File: config.mk
export PLATFORM = sky130hd
export DESIGN_NAME = der_tlv_header_parser
export DESIGN_NICKNAME = d
export VERILOG_FILES = /design/src/rtl/core/dertlv_pkg.sv /design/src/rtl/core/dertlv_finish.sv /design/src/rtl/core/der_tlv_header_parser.sv
export SDC_FILE = /design/constraint.sdc
export NUM_CORES = 1
export LEC_CHECK = 0
export BUFFER_PORTS_ARGS = -buffer_cell sky130_fd_sc_hd__buf_4
export CORE_MARGIN = 1.5
export CORE_UTILIZATION = 61
export CTS_BUF_LIST = sky130_fd_sc_hd__clkbuf_8
export DETAILED_ROUTE_END_ITERATION = 10
export PLACE_DENSITY_LB_ADDON = 0.08
export SLEW_MARGIN = 20
export SYNTH_ARGS = -nofsm -noshare
export SYNTH_HDL_FRONTEND = slang
export SYNTH_SLANG_ARGS = --single-unit
export TNS_END_PERCENT = 5
File: constraint.sdc
create_clock -name aclk -period 9.8 [get_ports aclk]
set_input_delay 1.47 -clock aclk [delete_from_list [all_inputs] [get_ports aclk]]
set_output_delay 1.47 -clock aclk [all_outputs]
set_load 0.005 [all_outputs]
File: src/rtl/core/dertlv_pkg.sv
// Shared types and constants for the DER TLV header parser.
package dertlv_pkg;

    // Result status codes
    localparam logic [2:0] ST_OK     = 3'd0;
    localparam logic [2:0] ST_EMPTY  = 3'd1;
    localparam logic [2:0] ST_TAG    = 3'd2;
    localparam logic [2:0] ST_LENLEN = 3'd3;
    localparam logic [2:0] ST_LEN    = 3'd4;

    // Encoding constants of the length octet
    localparam logic [7:0] LEN_LONG_BIT  = 8'h80;
    localparam logic [6:0] LEN_COUNT_MSK = 7'h7f;
    localparam logic [7:0] HDR_SHORT_LEN = 8'd2;
    localparam logic [31:0] MIN_CURSOR   = 32'd2;

    // One input request
    typedef struct packed {
        logic [7:0]  data_byte;
        logic        start_object;
        logic [31:0] cursor_len;
        logic [31:0] extra_len;
        logic [7:0]  expected_tag;
        logic        match_any;
    } dertlv_in_t;

    // One result
    typedef struct packed {
        logic [2:0]  status;
        logic [7:0]  tag_seen;
        logic [31:0] body_len;
        logic [7:0]  hdr_bytes;
        logic [31:0] body_in_cursor;
        logic [31:0] extra_out;
    } dertlv_out_t;

endpackage

File: src/rtl/core/dertlv_finish.sv
// Final length check and split of the body between cursor and extra.
module dertlv_finish
    import dertlv_pkg::*;
#(
    parameter int LEN_BITS = 32
) (
    input  logic [LEN_BITS-1:0] len,
    input  logic [31:0]         bytes_left,
    input  logic [32:0]         room,
    input  logic [7:0]          tag,
    input  logic [7:0]          hdr_len,
    output dertlv_out_t         result
);

    localparam int CMP_W = (LEN_BITS > 33) ? LEN_BITS : 33;

    logic [CMP_W-1:0] len_ext;
    logic [CMP_W-1:0] room_ext;
    logic [CMP_W-1:0] left_ext;
    logic [CMP_W-1:0] in_cursor;
    logic [CMP_W-1:0] beyond;

    // Widen all operands to a common compare width.
    assign len_ext  = CMP_W'(len);
    assign room_ext = CMP_W'(room);
    assign left_ext = CMP_W'(bytes_left);

    // Body bytes inside the cursor and those beyond it.
    assign in_cursor = (len_ext <= left_ext) ? len_ext : left_ext;
    assign beyond    = len_ext - in_cursor;

    // A body longer than the cursor plus the extra is an overrun.
    always_comb begin
        result.tag_seen  = tag;
        result.body_len  = len_ext[31:0];
        result.hdr_bytes = hdr_len;
        if (room_ext < len_ext) begin
            result.status         = ST_LEN;
            result.body_in_cursor = '0;
            result.extra_out      = '0;
        end else begin
            result.status         = ST_OK;
            result.body_in_cursor = in_cursor[31:0];
            result.extra_out      = beyond[31:0];
        end
    end

endmodule

File: src/rtl/core/der_tlv_header_parser.sv
// DER TLV header parser top level: byte-serial tag and length decoding.
// A request that completes a header gives its registered result in the cycle after acceptance.
// Throughput: one byte request per cycle while the output register is empty or m_ready is high; else s_ready stalls.
// Parse state updates when each byte is accepted; no multi-cycle unit exists.
// Reset (aresetn, synchronous, active low) clears the parse phase and the result valid.
// Payload registers are not reset; parse registers reload at the tag byte of each object that passes its checks.
module der_tlv_header_parser
    import dertlv_pkg::*;
#(
    parameter int LEN_BITS = 32
) (
    input  logic        aclk,
    input  logic        aresetn,
    input  logic        s_valid,
    output logic        s_ready,
    input  dertlv_in_t  s_data,
    output logic        m_valid,
    input  logic        m_ready,
    output dertlv_out_t m_data
);

    // Parse phases
    localparam logic [1:0] PH_IDLE = 2'd0;
    localparam logic [1:0] PH_LEN1 = 2'd1;
    localparam logic [1:0] PH_LENN = 2'd2;

    logic [1:0]          phase_reg, phase_next;
    logic [LEN_BITS-1:0] accum_reg, accum_next;
    logic [6:0]          lbl_reg, lbl_next;
    logic [31:0]         left_reg, left_next;
    logic [32:0]         room_reg, room_next;
    logic [7:0]          tag_reg, tag_next;
    logic [7:0]          hcnt_reg, hcnt_next;
    logic                m_valid_reg;
    dertlv_out_t         m_data_reg;

    logic                accept;
    logic                res_valid;
    logic                use_finish;
    dertlv_out_t         res_direct;
    dertlv_out_t         res_finish;
    dertlv_out_t         res;
    logic [LEN_BITS-1:0] fin_len;
    logic [6:0]          len_count;

    assign accept    = s_valid && s_ready;
    assign s_ready   = !m_valid_reg || m_ready;
    assign len_count = s_data.data_byte[6:0] & LEN_COUNT_MSK;

    // Next parse state and the result a byte may cause
    always_comb begin
        phase_next = phase_reg;
        accum_next = accum_reg;
        lbl_next   = lbl_reg;
        left_next  = left_reg;
        room_next  = room_reg;
        tag_next   = tag_reg;
        hcnt_next  = hcnt_reg;
        res_valid  = 1'b0;
        use_finish = 1'b0;
        fin_len    = '0;
        res_direct = '0;
        if (s_data.start_object) begin
            phase_next          = PH_IDLE;
            res_direct.tag_seen = s_data.data_byte;
            if (s_data.cursor_len < MIN_CURSOR) begin
                res_valid         = 1'b1;
                res_direct.status = ST_EMPTY;
            end else if (!s_data.match_any && (s_data.expected_tag != s_data.data_byte)) begin
                res_valid         = 1'b1;
                res_direct.status = ST_TAG;
            end else begin
                tag_next   = s_data.data_byte;
                left_next  = s_data.cursor_len - 32'd1;
                room_next  = {1'b0, left_next} + {1'b0, s_data.extra_len};
                hcnt_next  = 8'd1;
                accum_next = '0;
                lbl_next   = '0;
                phase_next = PH_LEN1;
            end
        end else begin
            unique case (phase_reg)
                PH_LEN1: begin
                    left_next  = left_reg - 32'd1;
                    room_next  = room_reg - 33'd1;
                    hcnt_next  = HDR_SHORT_LEN;
                    phase_next = PH_IDLE;
                    if ((s_data.data_byte & LEN_LONG_BIT) != 8'd0) begin
                        if (left_next < 32'(len_count)) begin
                            res_valid            = 1'b1;
                            res_direct.status    = ST_LENLEN;
                            res_direct.tag_seen  = tag_reg;
                            res_direct.hdr_bytes = HDR_SHORT_LEN;
                        end else if (len_count == 7'd0) begin
                            accum_next = '0;
                            res_valid  = 1'b1;
                            use_finish = 1'b1;
                        end else begin
                            accum_next = '0;
                            lbl_next   = len_count;
                            phase_next = PH_LENN;
                        end
                    end else begin
                        accum_next = LEN_BITS'(s_data.data_byte);
                        fin_len    = LEN_BITS'(s_data.data_byte);
                        res_valid  = 1'b1;
                        use_finish = 1'b1;
                    end
                end
                PH_LENN: begin
                    accum_next = {accum_reg[LEN_BITS-9:0], s_data.data_byte};
                    fin_len    = accum_next;
                    left_next  = left_reg - 32'd1;
                    room_next  = room_reg - 33'd1;
                    hcnt_next  = hcnt_reg + 8'd1;
                    lbl_next   = lbl_reg - 7'd1;
                    if (lbl_next == 7'd0) begin
                        phase_next = PH_IDLE;
                        res_valid  = 1'b1;
                        use_finish = 1'b1;
                    end
                end
                default: begin
                    phase_next = PH_IDLE;
                end
            endcase
        end
    end

    // Length check against the cursor and the extra
    dertlv_finish #(
        .LEN_BITS(LEN_BITS)
    ) u_finish (
        .len        (fin_len),
        .bytes_left (left_next),
        .room       (room_next),
        .tag        (tag_reg),
        .hdr_len    (hcnt_next),
        .result     (res_finish)
    );

    assign res = use_finish ? res_finish : res_direct;

    // Parse state registers
    always_ff @(posedge aclk) begin
        if (!aresetn) begin
            phase_reg <= PH_IDLE;
        end else if (accept) begin
            phase_reg <= phase_next;
        end
    end

    always_ff @(posedge aclk) begin
        if (accept) begin
            accum_reg <= accum_next;
            lbl_reg   <= lbl_next;
            left_reg  <= left_next;
            room_reg  <= room_next;
            tag_reg   <= tag_next;
            hcnt_reg  <= hcnt_next;
        end
    end

    // Output register
    always_ff @(posedge aclk) begin
        if (!aresetn) begin
            m_valid_reg <= 1'b0;
        end else if (accept && res_valid) begin
            m_valid_reg <= 1'b1;
        end else if (m_ready) begin
            m_valid_reg <= 1'b0;
        end
    end

    always_ff @(posedge aclk) begin
        if (accept && res_valid) begin
            m_data_reg <= res;
        end
    end

    assign m_valid = m_valid_reg;
    assign m_data  = m_data_reg;

    // An empty object answers in the next cycle.
    assert property (@(posedge aclk) disable iff (!aresetn)
        (accept && s_data.start_object && (s_data.cursor_len < MIN_CURSOR))
        |=> (m_valid && (m_data.status == ST_EMPTY)))
        else $error("empty object did not give an empty result");

    // While collecting long-form bytes, some remain to be read.
    assert property (@(posedge aclk) disable iff (!aresetn)
        (phase_reg == PH_LENN) |-> (lbl_reg != 7'd0))
        else $error("long-form phase with no length bytes left");

    // A good result splits the body exactly between cursor and extra and counts a header of at least two bytes.
    assert property (@(posedge aclk) disable iff (!aresetn)
        (m_valid && (m_data.status == ST_OK))
        |-> ((m_data.body_in_cursor + m_data.extra_out) == m_data.body_len)
            && (m_data.hdr_bytes >= HDR_SHORT_LEN))
        else $error("inconsistent good result");

    // A length-field overrun carries no body length and reports the short header size.
    assert property (@(posedge aclk) disable iff (!aresetn)
        (m_valid && (m_data.status == ST_LENLEN))
        |-> ((m_data.body_len == 32'd0) && (m_data.hdr_bytes == HDR_SHORT_LEN)))
        else $error("malformed length-field overrun result");

endmodule
# --- Word-level counts from Yosys, hierarchy flattened ---
# Cells that the tools add are included.
op_classes:
  addsub: 7
  n_lt_le_gt_ge: 4
  eq_ne: 10
  muxes: 64
  bitwise: 3
  n_reduce_logical: 16
op_table:
  columns: ["op", "count"]
  rows:
  - ["32-bit 2-to-1 mux", 6]
  - ["33-bit 2-to-1 mux", 4]
  - ["24-bit 2-to-1 mux", 5]
  - ["115-bit 2-to-1 mux", 1]
  - ["64-bit 2-to-1 mux", 1]
  - ["32-bit case mux with 2 select lines", 1]
  - ["32-bit by 1-bit subtractor with 32-bit output (second input constant)", 2]
  - ["7-bit 2-to-1 mux", 7]
  - ["24-bit case mux with 2 select lines", 1]
  - ["32-bit by 32-bit adder with 33-bit output", 1]
  - ["33-bit by 32-bit less-than comparator with 1-bit output", 1]
  - ["33-bit by 1-bit subtractor with 33-bit output (second input constant)", 1]
  - ["32-bit <= comparator", 1]
  - ["32-bit by 2-bit less-than comparator with 1-bit output (second input constant)", 1]
  - ["32-bit by 7-bit less-than comparator with 1-bit output", 1]
  - ["8-bit 2-to-1 mux", 4]
  - ["32-bit subtractor", 1]
  - ["10-bit 2-to-1 mux", 3]
  - ["2-bit 2-to-1 mux", 10]
  - ["8-bit case mux with 2 select lines", 1]
  - ["7-bit zero test", 2]
  - ["1-bit 2-to-1 mux", 14]
  - ["7-bit case mux with 2 select lines", 1]
  - ["3-bit inequality test (second input constant)", 4]
  - ["other kinds (22)", 30]
word_totals:
  reg_bits: 230
  in_bits: 86
  out_inout_bits: 117
  wordCells: 118

# --- Depth between registers and ports, before layout ---
# Gate-level depths: netlist of run 1.
depth:
  word_depth: 10
  depth_mapped: 35
  depth_no_buf: 33

# --- Hierarchy ---
# From an unflattened synthesis of run 1, not the netlist that was laid out.
unflattened:
  hier_cells: 1953
  hier_area_um2: 17847.1
by_module_without_submodules:
  columns: ["mod", "instances", "cells_per_inst", "area_each_um2", "seq_area_each_um2"]
  rows:
  - ["der_tlv_header_parser", 1, 1320, 13685.6, 6876.6]
  - ["dertlv_finish", 1, 633, 4161.5, 0.0]

# --- Worst setup path after synthesis of run 1 ---
# OpenSTA, ideal clock, no wires.
synth_path:
  path_kind: "input to register"
  from: "input port s_data[42] in the netlist's numbering"
  to: "register m_data_reg, in the netlist m_data[29], data pin"
  setup_time_ns: 0.269
  arrival_time_ns: 8.375
  t_required_ns: 9.531
  path_slack_ns: 1.156
  path_stages: 29
  n_path_buf: 3
  path_cell_list: "or4_1 > or4_1 > nor3_2 > nor2_1 > nand2_1 > buf_2 > buf_2 > o211ai_1 > ha_1 > a21o_1 > a21o_1 > a211oi_1 > o21bai_1 > a211oi_1 > o21ai_0 > a22oi_1 > clkbuf_1 > mux2i_1 > ha_1 > and3_1 > and2_1 > and3_1 > a221oi_1 > o2bb2ai_1 > o21a_1 > o41ai_1 > o21ai_0 > a2111oi_0 > nor3_1"
synth_between:
  elab_chain_cells: 7
  word_cells_on_any_way: 14
  cone_classes: "3 x add/sub; 3 x order compare; 7 x mux; 1 x reduce/logical"
synth_rtl:
  columns: ["element", "line_no", "rtl"]
  rows:
  - ["start, declared", "der_tlv_header_parser.sv:16", "input dertlv_in_t s_data,"]
  - ["32-bit by 1-bit subtractor with 32-bit output", "der_tlv_header_parser.sv:74", "left_next = s_data.cursor_len - 32'd1;"]
  - ["32-bit by 32-bit adder with 33-bit output or 32-bit 2-to-1 mux (tied branches)", "der_tlv_header_parser.sv:75, der_tlv_header_parser.sv:69", null]
  - ["33-bit 2-to-1 mux or 32-bit 2-to-1 mux (tied branches)", "der_tlv_header_parser.sv:69, der_tlv_header_parser.sv:66", null]
  - ["33-bit 2-to-1 mux or 32-bit 2-to-1 mux (tied branches)", "der_tlv_header_parser.sv:66, der_tlv_header_parser.sv:63", null]
  - ["33-bit 2-to-1 mux or 32-bit <= comparator (tied branches)", "der_tlv_header_parser.sv:63, dertlv_finish.sv:29", null]
  - ["33-bit by 32-bit less-than comparator with 1-bit output or 32-bit 2-to-1 mux (tied branches)", "dertlv_finish.sv:37, dertlv_finish.sv:29", null]
  - ["2-bit OR reduction (no line) or 32-bit subtractor (tied branches)", null, null]
  - ["end signal, assigned", "der_tlv_header_parser.sv:177", "m_data_reg <= res;"]
  - ["end, declared", "der_tlv_header_parser.sv:35", "dertlv_out_t m_data_reg;"]
# Parallel ways exist; a longest one is shown, timed or not.
# A chain may end at the register's enable or synchronous reset.

# --- Worst setup path after layout of run 1 ---
# Same ends and word-level chain as after synthesis.

==> results.json, run 1 <==
{
  "tns_ns": 0,
  "cts_made_buffers": 42,
  "dr_total_vias": 15580,
  "cts_sinks": 230,
  "start_kind": "input port",
  "clk_path_buf_depth": 3,
  "routed_wirelength_um": 53940,
  "setup_viol": 0,
  "irDropWorstVdd_mv": 0.1231,
  "fin_area_um2": 19630,
  "portBuffers": 202,
  "cts-root-buf": "clkbuf_8",
  "detailedRoute.firstPassIterationCount": 6,
  "path_buf_inv": 3,
  "cts_resized": 0,
  "fp-row-count": 60,
  "r2r_setup_slack_ns": 1.41,
  "insertion_delay_ns": 0.58,
  "coreArea_um2": 27030,
  "finalHoldViolations": 0,
  "fmax_ghz": 0.1124,
  "fin_crit_sh": 0.9077,
  "start_util": 0.6223,
  "fin_skew_ns": 0.03862,
  "drv_cap": 0,
  "io_pins": 203,
  "power.density_nw_per_um2": 132.8,
  "gp_congestion": 1.002,
  "track_usage": 0.3743,
  "final_cell_mix": "buf_4 (237), nor2_1 (232), edfxtp_1 (227)",
  "placed_cells": 2302,
  "end_kind": "flop",
  "post_drt_wl_per_cell_um": 22.68,
  "cp_slowest_stage_delay_ns": 0.62,
  "antenna_found_initial": 0,
  "drt_iter0_drc": 1866,
  "fin_cells": 2378,
  "timing.slew.headroom": 0.2463,
  "hold_ws_ns": 0.5074,
  "yosys_most_used_dff": "edfxtp_1",
  "rsz0062_at_grt": "no",
  "slew_violations": 0,
  "largest_register_ffs": 115,
  "overflow": 0,
  "arrival_ns": 9.18,
  "power.leakage_nw": 8.309,
  "cts_tree": "done",
  "synth_warnings": 0,
  "slowest_stage": "or4_1",
  "path_clk_slew_ns": 0.06,
  "synth_seq_cells": 230,
  "nNetsFinal": 2233,
  "yosysSeqAreaShare": 0.4089,
  "hp-class": "reg -> reg",
  "avgViaCountPerCell": 6.550,
  "worstSetupPathType": "in -> reg",
  "netlist_instances": 1783,
  "synthArstFlopShare": 0,
  "grt_start_max_net_pins": 77,
  "dpl_cell_area_um2": 18810,
  "syn_area_per_cell_um2": 9.433,
  "syn2layout_area_growth_pct": 16.74,
  "syn_area_um2": 16820,
  "mostFrequentLayoutCell": "buf_4",
  "die_area_um2": 28580,
  "synth.distinct_cells": 77,
  "first_global_vias": 15030,
  "postCtsSetupBuffers": 0,
  "hpwl_um": 41000,
  "die_w_um": 169.0,
  "drive_gt1_frac": 0.1674,
  "cp_top_family": "simple AND/OR/NAND/NOR gates",
  "synth_edf_count": 227,
  "cp.required_ns": 10.09,
  "die_h_um": 169.0,
  "outcome": "finished clean",
  "synth_fp_nets": 2011,
  "path_max_fanout": 41,
  "grt_pass1_wl_um": 82270,
  "min_period_ns": 8.896,
  "drc_errors": 0,
  "tightest_slew_ns": 1.131,
  "cts_hold_buf": 0,
  "antenna_cells": 0,
  "postRouteAntennaNets": 0,
  "htree_levels": 2
}
## worst paths after layout
| check | from | cells past startpoint | to |
|---|---|---|---|
| worst max-delay path | s_data[42] | 28 | m_data[29] |
| worst min-delay path | phase_reg[1] | 2 | phase_reg[1] |
| worst max register to register | left_reg[0] | 28 | m_data[29] |
| worst min register to register | phase_reg[1] | 2 | phase_reg[1] |
## synth_stat cells, types with 41 or more instances
cell type	instances	area (µm²)
nand3_1	48	240.2
xnor2_1	49	429.2
xor2_1	66	578.1
nor2_1	236	885.9
o21ai_0	84	420.4
inv_1	125	469.2
nand2_1	132	495.5
a21oi_1	100	500.5
a21o_1	43	322.8
nor3_1	43	215.2
ha_1	140	1752
clkbuf_1	41	153.9
edfxtp_1	227	6817
## routing by layer
layer	part of all wire	up-vias	GRT usage
met5	0	-	0
met4	0.058	0	0.2155
met3	0.10	201	0.07739
met2	0.45	1002	0.5952
met1	0.39	7294	0.4766
li1	-	7078	-
## tightest hold or removal path, delay by kind of cell (launching register included)
| kind | cells | cell delay, ns |
|---|---|---|
| simple gates | 1 | 0.06 |
| flops | 1 | 0.33 |
| compound gates | 1 | 0.07 |
## layout make-up
class,instances,area (µm²)
flip-flops and latches,230,6877
inverters,125,469.2
well taps,341,426.7
clock buffers,43,591.8
repair buffers,238,1799
clock inverters,33,232.7
fillers,2001,7392
multi-input cells,1368,9238
## stage by stage
step	total power, mW	util	worst slack [ns]
floorplan	1.494	-	1.156
global placement	1.659	0.6960	0.7061
detailed placement	1.674	0.6960	0.4954
CTS	2.595	0.7265	1.061
global route	2.693	0.7265	0.1485
finish	2.607	0.7265	0.9041
## logic make-up (layout without fill, tap and decap cells)
group | after synthesis | in the layout | share of synthesized area
simple gates | 663 | 663 | 0.1963
compound gates | 414 | 414 | 0.1646
flops | 230 | 230 | 0.4089
buf+inv | 185 | 439 | 0.04330
fa+ha+maj | 142 | 142 | 0.1065
xor+xnor | 115 | 115 | 0.05989
mux | 34 | 34 | 0.02053
## report_power, final
group          internal (mW)  switching (mW)
clock                  0.493           0.443
sequential              1.14          0.0509
combinational          0.198           0.285
total                   1.83           0.778
(Power assumes the default switching activity.)
==> inputs of run 2 (changes only) <==
- ABC_AREA: unset -> 1
- CORE_UTILIZATION: 61 -> 62
==> run 2 against run 1 <==
Net effect:
- sequential share of layout area down 1.7 points
- utilization down 0.65 points
- clock power shrank 7.5%
- hold slack improved by 0.067 ns
- critical path type unchanged
- largest power group unchanged
==> results.json, run 2 <==
{
  "nFillCells": 2212,
  "routed_wirelength_um": 64590,
  "overflow": 0,
  "irDropWorstVdd_mv": 0.1498,
  "yosysTopAreaCell": "edfxtp_1",
  "fmax_ghz": 0.1175,
  "cts_tree": "done",
  "syn2layout_area_growth_pct": 14.64,
  "portBuffers": 202,
  "tightest_slew_ns": 1.071,
  "seq_area_um2": 6877,
  "timing.slew.headroom": 0.2863,
  "nNetsFinal": 2802,
  "power.density_nw_per_um2": 140.1,
  "slowest_stage": "o21ai_0",
  "die_area_um2": 30030,
  "synth_fp_nets": 2590,
  "syn_area_um2": 17980,
  "gp_congestion": 1.016,
  "first_global_vias": 17800,
  "largest_register_ffs": 115,
  "avgViaCountPerCell": 6.189,
  "met3_usage": 0.1092,
  "htree_levels": 2,
  "mostFrequentLayoutCell": "nand2_1",
  "seqPwrFrac": 0.416,
  "min_period_ns": 8.510,
  "cts-root-buf": "clkbuf_8",
  "drive_gt1_frac": 0.1156,
  "grt_start_max_net_pins": 74,
  "start_kind": "input port",
  "sw_frac_of_total": 0.3562,
  "placed_cells": 2917,
  "synth_seq_cells": 230,
  "slew_violations": 0,
  "post_drt_wl_per_cell_um": 21.61,
  "p_total_mw": 2.888,
  "final_cell_mix": "nand2_1 (472), inv_1 (359), nor2_1 (355)",
  "die_w_um": 173.3,
  "hpwl_um": 49220,
  "arrival_ns": 8.89,
  "multiInputGateArea_um2": 9525,
  "coreArea_um2": 28630,
  "clk_path_buf_depth": 3,
  "fin_crit_sh": 0.8684,
  "postCtsSetupBuffers": 0,
  "pwr-share-comb": 0.284,
  "synth.distinct_cells": 51,
  "crit_top_cell": "nand2_1",
  "post-synth-top-count-cell": "nand2_1",
  "synth_top_area_frac": 0.3792,
  "power.leakage_nw": 9.673,
  "insertion_delay_ns": 0.59,
  "postRouteAntennaNets": 0,
  "fin_cells": 2989,
  "synth_edf_count": 227,
  "die_h_um": 173.3,
  "track_usage": 0.4259,
  "setup_viol": 0,
  "synth_warnings": 0,
  "met1_usage": 0.5218,
  "p_sw_mw": 1.029,
  "start_util": 0.6280,
  "path_clk_slew_ns": 0.06,
  "fin_skew_ns": 0.03594,
  "p_clk_frac": 0.300,
  "grt_pass1_wl_um": 98470,
  "yosys_most_used_dff": "edfxtp_1",
  "synthTopCellsByArea": "edfxtp_1 (38%), nand2_1 (9.9%), ha_1 (9.7%), nor2_1 (7.4%), inv_1 (7.3%)",
  "drt_iter0_drc": 2500,
  "grt-busiest-layer": "met2",
  "synthTopCellsByCount": "nand2_1 (472), nor2_1 (355), inv_1 (350)",
  "drc_errors": 0,
  "yosysSeqAreaShare": 0.3825,
  "dr_total_vias": 18500,
  "cts_resized": 0,
  "netlist_instances": 2362,
  "rsz0062_at_grt": "no",
  "detailedRoute.firstPassIterationCount": 7,
  "antenna_found_initial": 0,
  "tns_ns": 0,
  "synthArstFlopShare": 0,
  "outcome": "finished clean",
  "cp_slowest_stage_delay_ns": 0.63,
  "cp.required_ns": 10.18,
  "hp-class": "reg -> reg",
  "cts_hold_buf": 0,
  "drv_cap": 0,
  "worstSetupPathType": "in -> reg",
  "grt.met2_usage": 0.6710,
  "cts_made_buffers": 39,
  "fp-row-count": 62,
  "finalHoldViolations": 0,
  "io_pins": 203,
  "syn_area_per_cell_um2": 7.611,
  "path_max_fanout": 37,
  "intPower_mw": 1.859,
  "end_kind": "flop",
  "cts_sinks": 230
}
-- run 2: cell count changes after synthesis, sizes merged, moves of 24 or more --
cell / change
a21o: -33
o21ai: +48
nor2: +128
a211oi: -29
mux2i: -30
and3: -24
a21oi: +65
nor4: -25
nand2: +343
nand3: +65
inv: +227
-- run 2: path summary, 6_finish.rpt --
kind	cells after the start	start	endpoint	slack [ns]
setup / recovery	30	s_data[78]	m_data[19]	1.29
hold / removal	2	phase_reg[1]	phase_reg[1]	0.57
setup reg to reg	27	phase_reg[0]	m_data[19]	2.30
hold reg to reg	2	phase_reg[1]	phase_reg[1]	0.57
-- run 2: worst max-delay path: cells and delay by family --
kind / cells / cell delay, ns
AOI/OAI and AO/OA: 11 / 3.27
and+or+nand+nor: 11 / 1.92
xor gates and xnor gates: 2 / 0.31
buffers and inverters: 4 / 1.03
adders and majority gates: 2 / 0.82
-- run 2: metal layers --
layer / share of wire / wire [µm]
met4: 0.078 / 5042
met2: 0.44 / 28460
met3: 0.11 / 7119
met5: 0 / 0
met1: 0.37 / 23970
-- run 2: kinds of logic (layout without fill, tap and decap cells) --
group | Yosys count | count (layout) | synth area share
xor gates and xnor gates | 91 | 91 | 0.04433
AOI/OAI and AO/OA | 420 | 420 | 0.1352
buffers and inverters | 404 | 645 | 0.08818
other | 0 | 2 | 0
DFF | 230 | 230 | 0.3825
adders and majority gates | 142 | 142 | 0.09967
and+or+nand+nor | 1075 | 1075 | 0.2501
-- run 2: cell type report --
cell class | instances | share of cell area
antenna | 2 | 0.0002428
clock buffer | 39 | 0.02604
clock inverter | 31 | 0.009471
inverter | 354 | 0.06459
multi-input combinational | 1728 | 0.4622
sequential | 230 | 0.3337
tap | 384 | 0.02331
timing repair buffer | 221 | 0.08050
-- run 2: stage by stage --
step                      utilization  cell area, µm²  hold slack (ns)  setup WS (ns)
after detailed placement       0.6942           19870           0.5510          1.035
final                          0.7200           20610           0.5742          1.290
after global placement         0.6942           19870           0.5264          1.095
after floorplan                     -           17980           0.5207          3.175
after global routing           0.7198           20600           0.5935         0.6935
after CTS                      0.7198           20600           0.5649          1.529
-- run 2: power by group through the flow --
stage	logic, mW	clock network [mW]	registers [mW]
6_report	0.821	0.866	1.20
2_1_floorplan	0.520	0	1.21
5_1_grt	0.894	0.899	1.21
3_3_place_gp	0.765	0	1.22
4_1_cts	0.792	0.857	1.20
3_5_place_dp	0.784	0	1.22
